## src/rtl/ray_scene_nearest_hit_defines.svh

```systemverilog
// Assertion macros for the ray_scene_nearest_hit block.
// Used by the top level; needs i_clk and i_rst_n in the using scope.
`ifndef RAY_SCENE_NEAREST_HIT_DEFINES_SVH
`define RAY_SCENE_NEAREST_HIT_DEFINES_SVH

// same-cycle implication, off during reset
`define RSNH_ASSERT_SAME(lbl, ante, cons, msg) \
    lbl: assert property (@(posedge i_clk) disable iff (!i_rst_n) (ante) |-> (cons)) \
        else $error(msg);

// next-cycle implication, off during reset
`define RSNH_ASSERT_NEXT(lbl, ante, cons, msg) \
    lbl: assert property (@(posedge i_clk) disable iff (!i_rst_n) (ante) |=> (cons)) \
        else $error(msg);

`endif

```

## src/rtl/rsnh_pkg.sv

```systemverilog
// Shared constants, scene ROM and types for ray_scene_nearest_hit.
// No dependencies; every other file but the defines header imports it.
package rsnh_pkg;

    localparam int NUM_PLANES  = 6;
    localparam int NUM_SPHERES = 3;
    localparam int FRAC_BITS   = 16;
    localparam int ROM_PLANES  = 6;
    localparam int ROM_SPHERES = 3;

    localparam int N_PL  = (NUM_PLANES < ROM_PLANES) ? NUM_PLANES : ROM_PLANES;
    localparam int N_SP  = (NUM_SPHERES < ROM_SPHERES) ? NUM_SPHERES : ROM_SPHERES;
    localparam int N_OBJ = N_PL + N_SP;
    localparam int OBJ_W  = $clog2(N_OBJ);
    localparam int PIDX_W = $clog2(N_PL);
    localparam int SIDX_W = $clog2(N_SP);

    // item field widths
    localparam int ORG_W  = 24;
    localparam int DIR_W  = 18;
    localparam int EPS_W  = 16;
    localparam int DIST_W = 23;
    localparam int IDX_W  = 3;
    localparam logic [EPS_W-1:0] EPS_RESET = 16'd7;
    localparam longint DIST_MAX = 64'sd8388607;

    // datapath widths
    localparam int OC_W   = 25;
    localparam int P_W    = 43;
    localparam int BS_W   = 45;
    localparam int QQ_W   = 50;
    localparam int OCC_W  = 52;
    localparam int B_W    = 29;
    localparam int BB_W   = 58;
    localparam int DET_W  = 60;
    localparam int RAD_W  = 56;
    localparam int DEN_W  = 18;
    localparam int DVD_W  = 40;
    localparam int N_STEPS = 40;
    localparam int SRC_W  = 2 * N_STEPS;
    localparam int Q_W    = N_STEPS;
    localparam int REM_W  = 31;
    localparam int ACC_W  = Q_W + 2;
    localparam int ROOT_W = 30;
    localparam int T_W    = 42;

    localparam logic KIND_SPHERE = 1'b0;
    localparam logic KIND_PLANE  = 1'b1;

    function automatic int from_tenths(input int t);
        int s;
        s = t * (1 << FRAC_BITS);
        return (s >= 0) ? (s + 5) / 10 : -((-s + 5) / 10);
    endfunction

    // planes: axis (0 x, 1 y, 2 z), negated normal, offset
    localparam int PL_AXIS [ROM_PLANES] = '{0, 0, 1, 1, 2, 2};
    localparam int PL_NEG  [ROM_PLANES] = '{1, 0, 0, 1, 1, 0};
    localparam int PL_W    [ROM_PLANES] = '{from_tenths(26), from_tenths(26),
                                            from_tenths(20), from_tenths(20),
                                            from_tenths(28), from_tenths(79)};
    localparam int SP_CX [ROM_SPHERES] = '{from_tenths(-13), from_tenths(13), from_tenths(0)};
    localparam int SP_CY [ROM_SPHERES] = '{from_tenths(-12), from_tenths(-12), from_tenths(16)};
    localparam int SP_CZ [ROM_SPHERES] = '{from_tenths(-13), from_tenths(-2), from_tenths(0)};
    localparam longint SP_RR [ROM_SPHERES] = '{
        longint'(from_tenths(8)) * longint'(from_tenths(8)),
        longint'(from_tenths(8)) * longint'(from_tenths(8)),
        longint'(from_tenths(2)) * longint'(from_tenths(2))};

    typedef enum logic [2:0] {
        S_IDLE  = 3'b001,
        S_RUN   = 3'b010,
        S_FLUSH = 3'b100
    } t_state;

    typedef struct packed {
        logic signed [ORG_W-1:0] ox;
        logic signed [ORG_W-1:0] oy;
        logic signed [ORG_W-1:0] oz;
        logic signed [DIR_W-1:0] dx;
        logic signed [DIR_W-1:0] dy;
        logic signed [DIR_W-1:0] dz;
    } t_ray;

    typedef struct packed {
        logic                    kind;
        logic [IDX_W-1:0]        idx;
        logic                    ok;
        logic                    neg;
        logic signed [B_W-1:0]   b;
    } t_tag;

    typedef struct packed {
        logic                    sq;
        logic [SRC_W-1:0]        src;
        logic [REM_W-1:0]        rem;
        logic [Q_W-1:0]          q;
        logic [DEN_W-1:0]        den;
        t_tag                    tag;
    } t_cell;

    typedef struct packed {
        t_tag                    tag;
        logic [DVD_W-1:0]        dvd;
        logic [DEN_W-1:0]        den;
        logic signed [OC_W-1:0]  ocx;
        logic signed [OC_W-1:0]  ocy;
        logic signed [OC_W-1:0]  ocz;
        logic signed [P_W-1:0]   px;
        logic signed [P_W-1:0]   py;
        logic signed [P_W-1:0]   pz;
        logic signed [QQ_W-1:0]  qx;
        logic signed [QQ_W-1:0]  qy;
        logic signed [QQ_W-1:0]  qz;
        logic signed [OCC_W-1:0] occ;
        logic signed [BB_W-1:0]  bb;
    } t_front;

    typedef struct packed {
        logic              hit;
        logic [DIST_W-1:0] hdist;
        logic              kind;
        logic [IDX_W-1:0]  idx;
    } t_result;

endpackage

```

## src/rtl/rsnh_cell.sv

```systemverilog
// One step cell of the divide / square-root chain: one quotient bit
// or one root bit per cell. Depends on rsnh_pkg.
module rsnh_cell (
    input  logic           i_clk,
    input  logic           i_rst_n,
    input  logic           i_vld,
    input  rsnh_pkg::t_cell i_cell,
    output logic           o_vld,
    output rsnh_pkg::t_cell o_cell
);
    import rsnh_pkg::*;

    logic [ACC_W-1:0] w_acc;
    logic [ACC_W-1:0] w_trial;
    logic [ACC_W-1:0] w_diff;
    logic             w_ge;
    t_cell            n_cell;
    logic             r_vld;
    t_cell            r_cell;

    always_comb begin
        if (i_cell.sq) begin
            // root: bring down two bits, trial is 4q+1
            w_acc   = ACC_W'({i_cell.rem, i_cell.src[SRC_W-1 -: 2]});
            w_trial = ACC_W'({i_cell.q, 2'b01});
        end else begin
            w_acc   = ACC_W'({i_cell.rem, i_cell.src[SRC_W-1]});
            w_trial = ACC_W'(i_cell.den);
        end
        w_ge   = (w_acc >= w_trial);
        w_diff = w_acc - w_trial;
        n_cell     = i_cell;
        n_cell.rem = w_ge ? w_diff[REM_W-1:0] : w_acc[REM_W-1:0];
        n_cell.q   = {i_cell.q[Q_W-2:0], w_ge};
        n_cell.src = i_cell.sq ? (i_cell.src << 2) : (i_cell.src << 1);
    end

    always_ff @(posedge i_clk) begin
        if (!i_rst_n) begin
            r_vld <= 1'b0;
        end else begin
            r_vld <= i_vld;
        end
    end

    always_ff @(posedge i_clk) begin
        r_cell <= n_cell;
    end

    assign o_vld  = r_vld;
    assign o_cell = r_cell;

endmodule

```

## config.mk

```make
export PLATFORM = sky130hd
export DESIGN_NAME = rsnh_cell
export DESIGN_NICKNAME = d
export VERILOG_FILES = /design/src/rtl/ray_scene_nearest_hit_defines.svh /design/src/rtl/rsnh_pkg.sv /design/src/rtl/rsnh_cell.sv
export SDC_FILE = /design/constraint.sdc
export NUM_CORES = 1
export LEC_CHECK = 0
export BUFFER_PORTS_ARGS = -buffer_cell sky130_fd_sc_hd__buf_2
export CORE_AREA = 2 2 163 165
export CTS_CLUSTER_SIZE = 40
export DETAILED_ROUTE_END_ITERATION = 12
export DIE_AREA = 0 0 165 167
export HOLD_SLACK_MARGIN = 0.15
export SLEW_MARGIN = 20
export SYNTH_ARGS = -nofsm -noshare
export SYNTH_HDL_FRONTEND = slang
export SYNTH_SLANG_ARGS = --single-unit
```

## constraint.sdc

```tcl
create_clock -name i_clk -period 8.85 [get_ports i_clk]
set_input_delay 0.885 -clock i_clk [delete_from_list [all_inputs] [get_ports i_clk]]
set_output_delay 0.885 -clock i_clk [all_outputs]
set_load 0.03 [all_outputs]
```

==> flow_summary.toml, run 1 <==
[floorplanning]
rows = 59
core_area_sq_um = 25800
start_util = 0.306
dieArea_sq_um = 27600
boundaryPins = 414
die_width_microns = 165
die_h_microns = 167

[sta]
setup_viol = 0
rsz0062_at_grt = "no"
finalWorstSetupSlack_ps = 4000
holdWs_ps = 471
finalHoldViolCount = 0
period_needed_ps = 4850
worstMarginPinSlew_ps = 834
fin_tns_setup_ps = 0
fmax_mhz = 206
maxSlewViolCount = 0
finalCritPeriodShare = 0.548
slew_headroom = 0.444

[worst_setup_path]
crit_path_end_kind = "flop"
critical_path.startpoint_type = "primary input"
crit_fanout = 95
arrival_ps = 5230
crit_type = "primary input to flop"
required_ps = 9240
startpoint = "i_cell[204]"

[synth]
syn-cell-area_sq_um = 7900
synth_seq_area_share = 0.520
syn_area_per_cell_sq_um = 11.6
synth_edf_count = 0
syn_nets = 921
synth-main-ff-cell = "dfxtp_1"
netlist_instances = 679
async_reset_ff_frac = 0
yosys_warnings = 0
synthDistinctLibCells = 56
ys_ff_latch = 205

[final_layout]
syn_to_final_growth_pct = 40.0
nNetsFinal = 1327
drive_gt1_frac = 0.536
stdcell_count = 1440

[detailed_routing]
wl_met2_microns = 13500
routed.top_layer = "met5"
vias = 6505
wl_microns = 25600
met3_length_microns = 2280
via_per_inst = 4.52
first_pass_iters = 4
drcViolationCount = 0
wl_met1_microns = 9310
wl_per_cell_microns = 17.8
drtIter0Drc = 261
ant_nets = 0

[place]
gp_congestion = 0.819
place_inst = 1394
portBuffers = 412
dp.final_hpwl_microns = 20400
pre_cts_ws_ps = 3500

[clocking]
cts_inserted_buffers = 24
post_cts_resized = 0
cts_tree = "yes"
clk_pin_slew_ps = 60
cts.sinks = 205
clockBufferDepth = 3
htreeDepth = 1
cts-root-buf = "clkbuf_16"
cts_hold_buf = 0
cts_setup_buffers = 0

[run]
drv_cap = 0

[min_path]
hp-start = "i_cell[3]"
hp-class = "primary input to flop"

[grt]
grt_max_degree = 96
grt_pass1_wl_microns = 36800
grt_pass1_vias = 6595
antenna_found_initial = 4
gr-total-overflow = 0
grt.total_usage = 0.173

[power]
power.leakage_nw = 5.25
ir_drop_v = 0.000189
power.density_nw_per_um2 = 238

[run_status]
status = "finished clean"
==> logic make-up after synthesis <==
logic type | after synthesis | synth area share
buf+inv | 42 | 0.0246
mux | 144 | 0.207
compound gates | 116 | 0.0984
flops | 205 | 0.520
simple gates | 113 | 0.0678
xor+xnor | 24 | 0.0266
fa+ha+maj | 34 | 0.0548
other cells | 1 | 0.000475
==> worst max-delay path, cell delays in order <==
cell,delay (ps)
buf_6,610
buf_4,710
mux2_2,420
ha_1,450
nand3_1,150
nor4_1,380
nand4_1,170
a21oi_1,180
o211ai_1,190
o21ai_4,110
buf_4,500
mux2_2,400
==> layout make-up <==
| cell class | count | area, sq um |
|---|---|---|
| Fill cell | 2557 | 14700 |
| Sequential cell | 205 | 4100 |
| Multi-Input combinational cell | 432 | 3600 |
| Timing Repair Buffer | 414 | 2080 |
| Clock buffer | 29 | 661 |
| Tap cell | 335 | 419 |
| Clock inverter | 14 | 154 |
| Inverter | 8 | 30.0 |
| Antenna cell | 3 | 7.51 |
==> flip-flops by register name, indices dropped and copies added, names as in the netlist <==
signal,cells
o_cell,204
o_vld,1
==> power breakdown <==
part	total, mW	internal [mW]	switching [mW]
Combinational	0.601	0.224	0.377
Sequential	1.02	1.00	0.0211
Clock	1.01	0.618	0.391
==> synthesized netlist by cell type (2+ instances only) <==
| cell | n | share of area |
|---|---|---|
| dfxtp_1 | 205 | 0.52 |
| mux2_2 | 113 | 0.16 |
| a21oi_1 | 42 | 0.027 |
| nand2_1 | 38 | 0.018 |
| ha_1 | 33 | 0.052 |
| nor2_1 | 24 | 0.011 |
| mux2i_1 | 20 | 0.025 |
| o21ai_0 | 18 | 0.011 |
| nand3_1 | 17 | 0.011 |
| a21o_1 | 15 | 0.014 |
| clkbuf_1 | 15 | 0.0071 |
| xnor2_1 | 14 | 0.016 |
| mux2_4 | 11 | 0.021 |
| buf_2 | 10 | 0.0063 |
| xor2_1 | 10 | 0.011 |
| nand4_1 | 9 | 0.0071 |
| inv_1 | 8 | 0.0038 |
| a31oi_1 | 7 | 0.0055 |
| and3_1 | 6 | 0.0048 |
| o21a_1 | 6 | 0.0057 |
| nor3_1 | 5 | 0.0032 |
| clkbuf_2 | 4 | 0.0025 |
| a21boi_0 | 3 | 0.0029 |
| o211ai_1 | 3 | 0.0029 |
| o21bai_1 | 3 | 0.0029 |
| a211oi_1 | 2 | 0.0019 |
| and2_1 | 2 | 0.0016 |
| buf_1 | 2 | 0.00095 |
| buf_6 | 2 | 0.0029 |
| nor2b_1 | 2 | 0.0016 |
| nor4_1 | 2 | 0.0016 |
| o211ai_2 | 2 | 0.0032 |
| or2_2 | 2 | 0.0016 |
| or4_1 | 2 | 0.0019 |
==> metrics by stage <==
step | instance area, sq um | total power [mW] | util
global route | 11000 | 2.76 | 0.429
CTS | 11000 | 2.67 | 0.429
finish | 11100 | 2.63 | 0.429
floorplan | 7900 | 1.45 | -
detailed placement | 10200 | 1.64 | 0.397
global placement | 10200 | 1.64 | 0.397
==> routing by layer <==
layer / GRT usage / vias to the layer above
li1: - / 3227
met3: 0.0533 / 34
met2: 0.338 / 250
met1: 0.177 / 2992
met5: 0 / -
met4: 0.0386 / 2
==> path summary, 6_finish.rpt <==
kind	slack, ps	depth (start not counted)	endpoint
worst max-delay path	4000	12	o_cell[104]
worst min-delay path	470	1	o_cell[3]
==> placed cells by master, fill, tap and decap left out, drive strengths merged, types with 2 or more instances in the layout <==
master and count:
buf 414, dfxtp 205, mux2 124, a21oi 43, nand2 38, ha 33
clkbuf 29, nor2 24, o21ai 21, mux2i 20, nand3 17, a21o 15
xnor2 14, xor2 10, nand4 9, clkinv 9, inv 8, a31oi 8
and3 6, o21a 6, nor3 5, o211ai 5, a211oi 4, diode 3
o21bai 3, a21boi 3, bufinv 3, nor4 3, or2 2, and2 2
or4 2, nor2b 2, clkinvlp 2, a221oi 2
Power figures use the tool's default switching activity.
==> run 2: changes to the inputs <==
- ABC_AREA: default -> 1
- CORE_AREA: 2 2 163 165 -> 2 2 160 162
- DIE_AREA: 0 0 165 167 -> 0 0 162 164
- PLACE_DENSITY: default -> 0.65
- clock period: 8.85 -> 4 ns (I/O delays scaled with it)
==> run 2 against run 1 <==
Net effect:
- synthesized area grew 8.6%
- worst hold slack lost 280 ps
- clock power grew 120%
- via count grew 48%
- sequential power grew 120%
- worst setup slack lost 3400 ps
- cell area grew 23%
- utilization grew 12 points
- first-iteration DRC count grew to 2.6 times the previous value
==> flow_summary.toml, run 2 <==
[run_status]
status = "finished clean"

[synth]
ys_ff_latch = 205
synthDistinctLibCells = 32
async_reset_ff_frac = 0
yosys.cell_count.top_type = "nand2_1"
synth_mux_area_frac = 0.0187
post-synth-top-area-cell = "dfxtp_1"
synth_compound_area_frac = 0.0791
netlist_instances = 1171
yosys.area_share.adder = 0.0505
yosys-top-cells-count = "nand2_1, dfxtp_1, inv_1"
syn_nets = 1413
synth_edf_count = 0
synth_xor_area_frac = 0.0153
synth_area_leaders = "dfxtp_1, nand2_1, inv_1, o21ai_0, ha_1"
synth_seq_area_share = 0.479
synth-main-ff-cell = "dfxtp_1"
synth_top_family_by_area = "simple AND/OR/NAND/NOR gates"
yosys.area_share.simple = 0.258
synth_top_area_frac = 0.479
syn-cell-area_sq_um = 8570
syn_area_per_cell_sq_um = 7.32
yosys_warnings = 0

[clocking]
htreeDepth = 1
cts-root-buf = "clkbuf_16"
cts_inserted_buffers = 23
cts_tree = "yes"
cts.sinks = 205
clockBufferDepth = 3
cts_setup_buffers = 0
clk_pin_slew_ps = 60

[floorplanning]
dieArea_sq_um = 26600
boundaryPins = 414
die_width_microns = 162
start_util = 0.345
core_area_sq_um = 24800
rows = 58
die_h_microns = 164

[detailed_routing]
vias = 9658
first_pass_iters = 5
drtIter0Drc = 691
wl_per_cell_microns = 16.2
via_per_inst = 4.58
drcViolationCount = 0
ant_nets = 0
wl_microns = 34300

[final_layout]
syn_to_final_growth_pct = 58.4
stdcell_count = 2110
drive_gt1_frac = 0.264
final_common_cell = "nand2_1"
nNetsFinal = 2005
most-common-layout-cells = "nand2_1, buf_2, dfxtp_1"
largest_reg_flops = 204

[worst_setup_path]
required_ps = 4470
arrival_ps = 3840
crit_type = "primary input to flop"
crit_path_end_kind = "flop"
crit_fanout = 33
critical_path.startpoint_type = "primary input"

[min_path]
hp-class = "primary input to flop"
whs_path_depth = 3
holdPathEnd = "o_cell[145]"
hp-start = "i_cell[144]"

[grt]
grt_pass1_vias = 9725
grt_pass1_wl_microns = 51600
antenna_found_initial = 5
grt.total_usage = 0.247
gr-total-overflow = 0
grt_max_degree = 82

[power]
total_power_mw = 5.96
power.density_nw_per_um2 = 439
power.leakage_nw = 7.44
ir_drop_v = 0.000393

[sta]
fin_tns_setup_ps = 0
slew_headroom = 0.496
rsz0062_at_grt = "no"
worstMarginPinSlew_ps = 756
maxSlewViolCount = 0
finalHoldViolCount = 0
finalCritPeriodShare = 0.841
setup_viol = 0
period_needed_ps = 3370
finalWorstSetupSlack_ps = 635
holdWs_ps = 187
fmax_mhz = 297

[place]
pre_cts_ws_ps = 643
dp.final_hpwl_microns = 24100
place_inst = 1882
gp_congestion = 0.954
portBuffers = 412

[run]
drv_cap = 0
-- run 2: final cells by class --
type | instances | area (sq um)
diodes | 2 | 5.00
clock buffers | 29 | 618
clock inverters | 11 | 174
fillers | 2313 | 11200
inverters | 178 | 668
multi-input cells | 750 | 3620
flip-flops and latches | 205 | 4100
well taps | 330 | 413
repair buffers | 605 | 3980
-- run 2: repair_timing --
| action | 4_1_cts | 5_1_grt |
|---|---|---|
| endpoints found under the hold margin | 171 | 0 |
| hold buffers | 186 | 0 |
| resized for setup | 0 | 0 |
-- run 2: per-stage QoR --
step | instance area (sq um) | utilization
after floorplan | 8570 | -
after global placement | 10900 | 0.440
after detailed placement | 10900 | 0.440
after CTS | 13600 | 0.547
after global routing | 13600 | 0.547
final | 13600 | 0.547
-- run 2: critical path, stage by stage --
cell and delay, ps:
dlygate4sd3_1 540, buf_4 170, inv_2 410, o21ai_0 240
ha_1 410, nand2_1 120, nor2_1 270, nand2_1 90
nor2_1 150, nand2_1 80, nand3_2 60, nand2_2 240
nand2_4 420, nand2_1 120, nand2_1 80
-- run 2: per-layer routing --
| metal | routed length (microns) | up-vias | part of all wire | track usage |
|---|---|---|---|---|
| met2 | 17200 | 391 | 0.50 | 0.455 |
| li1 | - | 4791 | - | - |
| met4 | 2010 | 6 | 0.059 | 0.137 |
| met1 | 12500 | 4352 | 0.37 | 0.257 |
| met5 | 41 | - | 0.0012 | 0 |
| met3 | 2460 | 118 | 0.072 | 0.0606 |
-- run 2: power by group --
group | switching (mW) | internal [mW] | leakage, nW
clock network | 0.875 | 1.36 | 0.393
logic | 0.947 | 0.533 | 5.32
registers | 0.0477 | 2.19 | 1.73
total | 1.87 | 4.09 | 7.44
-- run 2: worst max path at each step --
stage                 from          end  cells after the start
2_1_floorplan  i_cell[204]  o_cell[121]                     17
3_3_place_gp   i_cell[204]   o_cell[98]                     14
3_5_place_dp   i_cell[204]  o_cell[117]                     14
4_1_cts        i_cell[204]  o_cell[117]                     15
5_1_grt        i_cell[204]  o_cell[117]                     15
6_report       i_cell[204]  o_cell[114]                     15
-- run 2: kinds of logic after synthesis --
family,Yosys count
XOR/XNOR,15
buffers and inverters,216
AO/OA/AOI/OAI,135
adder cells (fa/ha/maj),34
flip-flops,205
multiplexers,16
AND/OR/NAND/NOR,549
other,1
==> run 3: changes to the inputs <==
- PLACE_DENSITY: 0.65 -> default
- clock period: 4 -> 3.1 ns (I/O delays scaled with it)
==> run 3 against run 2 <==
Net effect:
- total power increased by 29%
- die area unchanged
- routed wire length increased by 0.46%
- final cell count increased by 0.52%
- global-route usage about the same
- non-clock buffer count increased by 12
- utilization increased by 0.62 points
- flip-flop and latch count unchanged
- count of clock-buffer cells in the layout increased by 4
- worst hold slack got worse by 18 ps
- sequential power increased by 29%
- largest power group unchanged
==> flow_summary.toml, run 3 (same netlist as run 2, synthesis figures left out) <==
[grt]
grt_pass1_vias = 9595
use_met3 = 0.0477
grt_pass1_wl_microns = 50900
busiest_layer = "met2"
grt_use_met2 = 0.463
gr-total-overflow = 0
grt.total_usage = 0.246
grt_max_degree = 66
met1_usage = 0.265
antenna_found_initial = 4

[final_layout]
syn_to_final_growth_pct = 60.2
largest_reg_flops = 204
stdcell_count = 2121
final_common_cell = "nand2_1"
nFillCells = 2304
multi_input_area_sq_um = 3620
most-common-layout-cells = "nand2_1, buf_2, dfxtp_1"
drive_gt1_frac = 0.264
seqCellArea_sq_um = 4100
nNetsFinal = 2017

[place]
gp_congestion = 0.959
dp.final_hpwl_microns = 24200
place_inst = 1885
portBuffers = 412

[floorplanning]
die_width_microns = 162
rows = 58
dieArea_sq_um = 26600
die_h_microns = 164
start_util = 0.345
core_area_sq_um = 24800
boundaryPins = 414

[detailed_routing]
wl_microns = 34400
vias = 9587
ant_nets = 0
wl_per_cell_microns = 16.2
first_pass_iters = 7
via_per_inst = 4.52
drcViolationCount = 0
drtIter0Drc = 712

[clocking]
cts.sinks = 205
htreeDepth = 1
clk_pin_slew_ps = 60
post_cts_resized = 0
cts_setup_buffers = 0
cts-root-buf = "clkbuf_16"
cts_inserted_buffers = 23
clockBufferDepth = 3
cts_tree = "yes"

[power]
p_sw_frac = 0.307
ir_drop_v = 0.000412
clockPowerShare = 0.371
power.density_nw_per_um2 = 558
p_int_mw = 5.31
pwr-share-comb = 0.252
p_sw_mw = 2.35
power.leakage_nw = 7.50
p_seq_frac = 0.377

[sta]
fmax_mhz = 407
finalHoldViolCount = 0
slew_headroom = 0.624
rsz0062_at_grt = "no"
maxSlewViolCount = 0
setup_viol = 0
finalCritPeriodShare = 0.792
period_needed_ps = 2460
worstMarginPinSlew_ps = 564
fin_tns_setup_ps = 0

[worst_setup_path]
crit_chain = "dlygate4sd3_1, buf_2, or2_2, ha_1, inv_1, fa_1, nand2_1, nand3_2, nand2_1, nand2_2, nand2_1, nand2_1, nand2_2, nand2_4, nand2_1, nand2_1"
crit_path_end_kind = "flop"
crit_family = "simple AND/OR/NAND/NOR gates"
crit_slowest_cell = "dlygate4sd3_1"
required_ps = 3530
critical_path.startpoint_type = "primary input"
path_buf_inv = 3
crit_fanout = 32
critPathMaxStageDelay_ps = 560
arrival_ps = 2890
crit_top_cell = "nand2_1"
crit_type = "primary input to flop"

[run]
drv_cap = 0

[run_status]
status = "finished clean"

[min_path]
hp-class = "primary input to flop"
==> run 3: layout make-up <==
class | instances | area share
multi-input cells | 750 | 0.264
diodes | 1 | 0.000182
clock inverters | 7 | 0.00838
inverters | 178 | 0.0486
clock buffers | 33 | 0.0497
repair buffers | 617 | 0.301
well taps | 330 | 0.0301
flip-flops and latches | 205 | 0.299
==> run 3: metrics by stage <==
step           total power [mW]  worst slack, ps  utilization  cell area (sq um)  hold slack, ps
6_report                   7.66              645        0.553              13700             169
3_5_place_dp               4.63              247        0.442              11000             414
5_1_grt                    8.01              396        0.553              13700             212
4_1_cts                    7.71              619        0.553              13700             157
3_3_place_gp               4.63              320        0.442              11000             413
2_1_floorplan              4.05              500            -               8570             338
==> run 3: repair_timing <==
| item | 4_1_cts | 5_1_grt |
|---|---|---|
| hold endpoints to repair | 172 | 0 |
| hold buffers | 195 | 0 |
| setup endpoints to repair | 0 | 0 |
==> run 3: worst paths after layout <==
check	startpoint	end	slack (ps)	cells past startpoint
max	i_cell[35]	o_cell[108]	640	16
min	i_cell[198]	o_cell[200]	170	3
==> run 3: tightest hold or removal path: stages <==
cell	delay, ps
buf_2	100
inv_1	90
o21ai_0	100
==> run 3: power by group through the flow <==
| stage | Combinational (mW) | Sequential [mW] | Clock (mW) |
|---|---|---|---|
| finish | 1.93 | 2.89 | 2.85 |
| floorplan | 0.708 | 3.34 | 0 |
| global placement | 1.69 | 2.94 | 0 |
| CTS | 1.91 | 2.89 | 2.91 |
| global route | 2.11 | 2.90 | 3.00 |
| detailed placement | 1.69 | 2.94 | 0 |
==> run 3: metal layers <==
metal  up-vias  wire length, microns  part of all wire
met2       379                 17700              0.51
met5         -                    31           0.00090
li1       4799                     -                 -
met4         4                  1650             0.048
met1      4303                 12900              0.37
met3       102                  2150             0.062
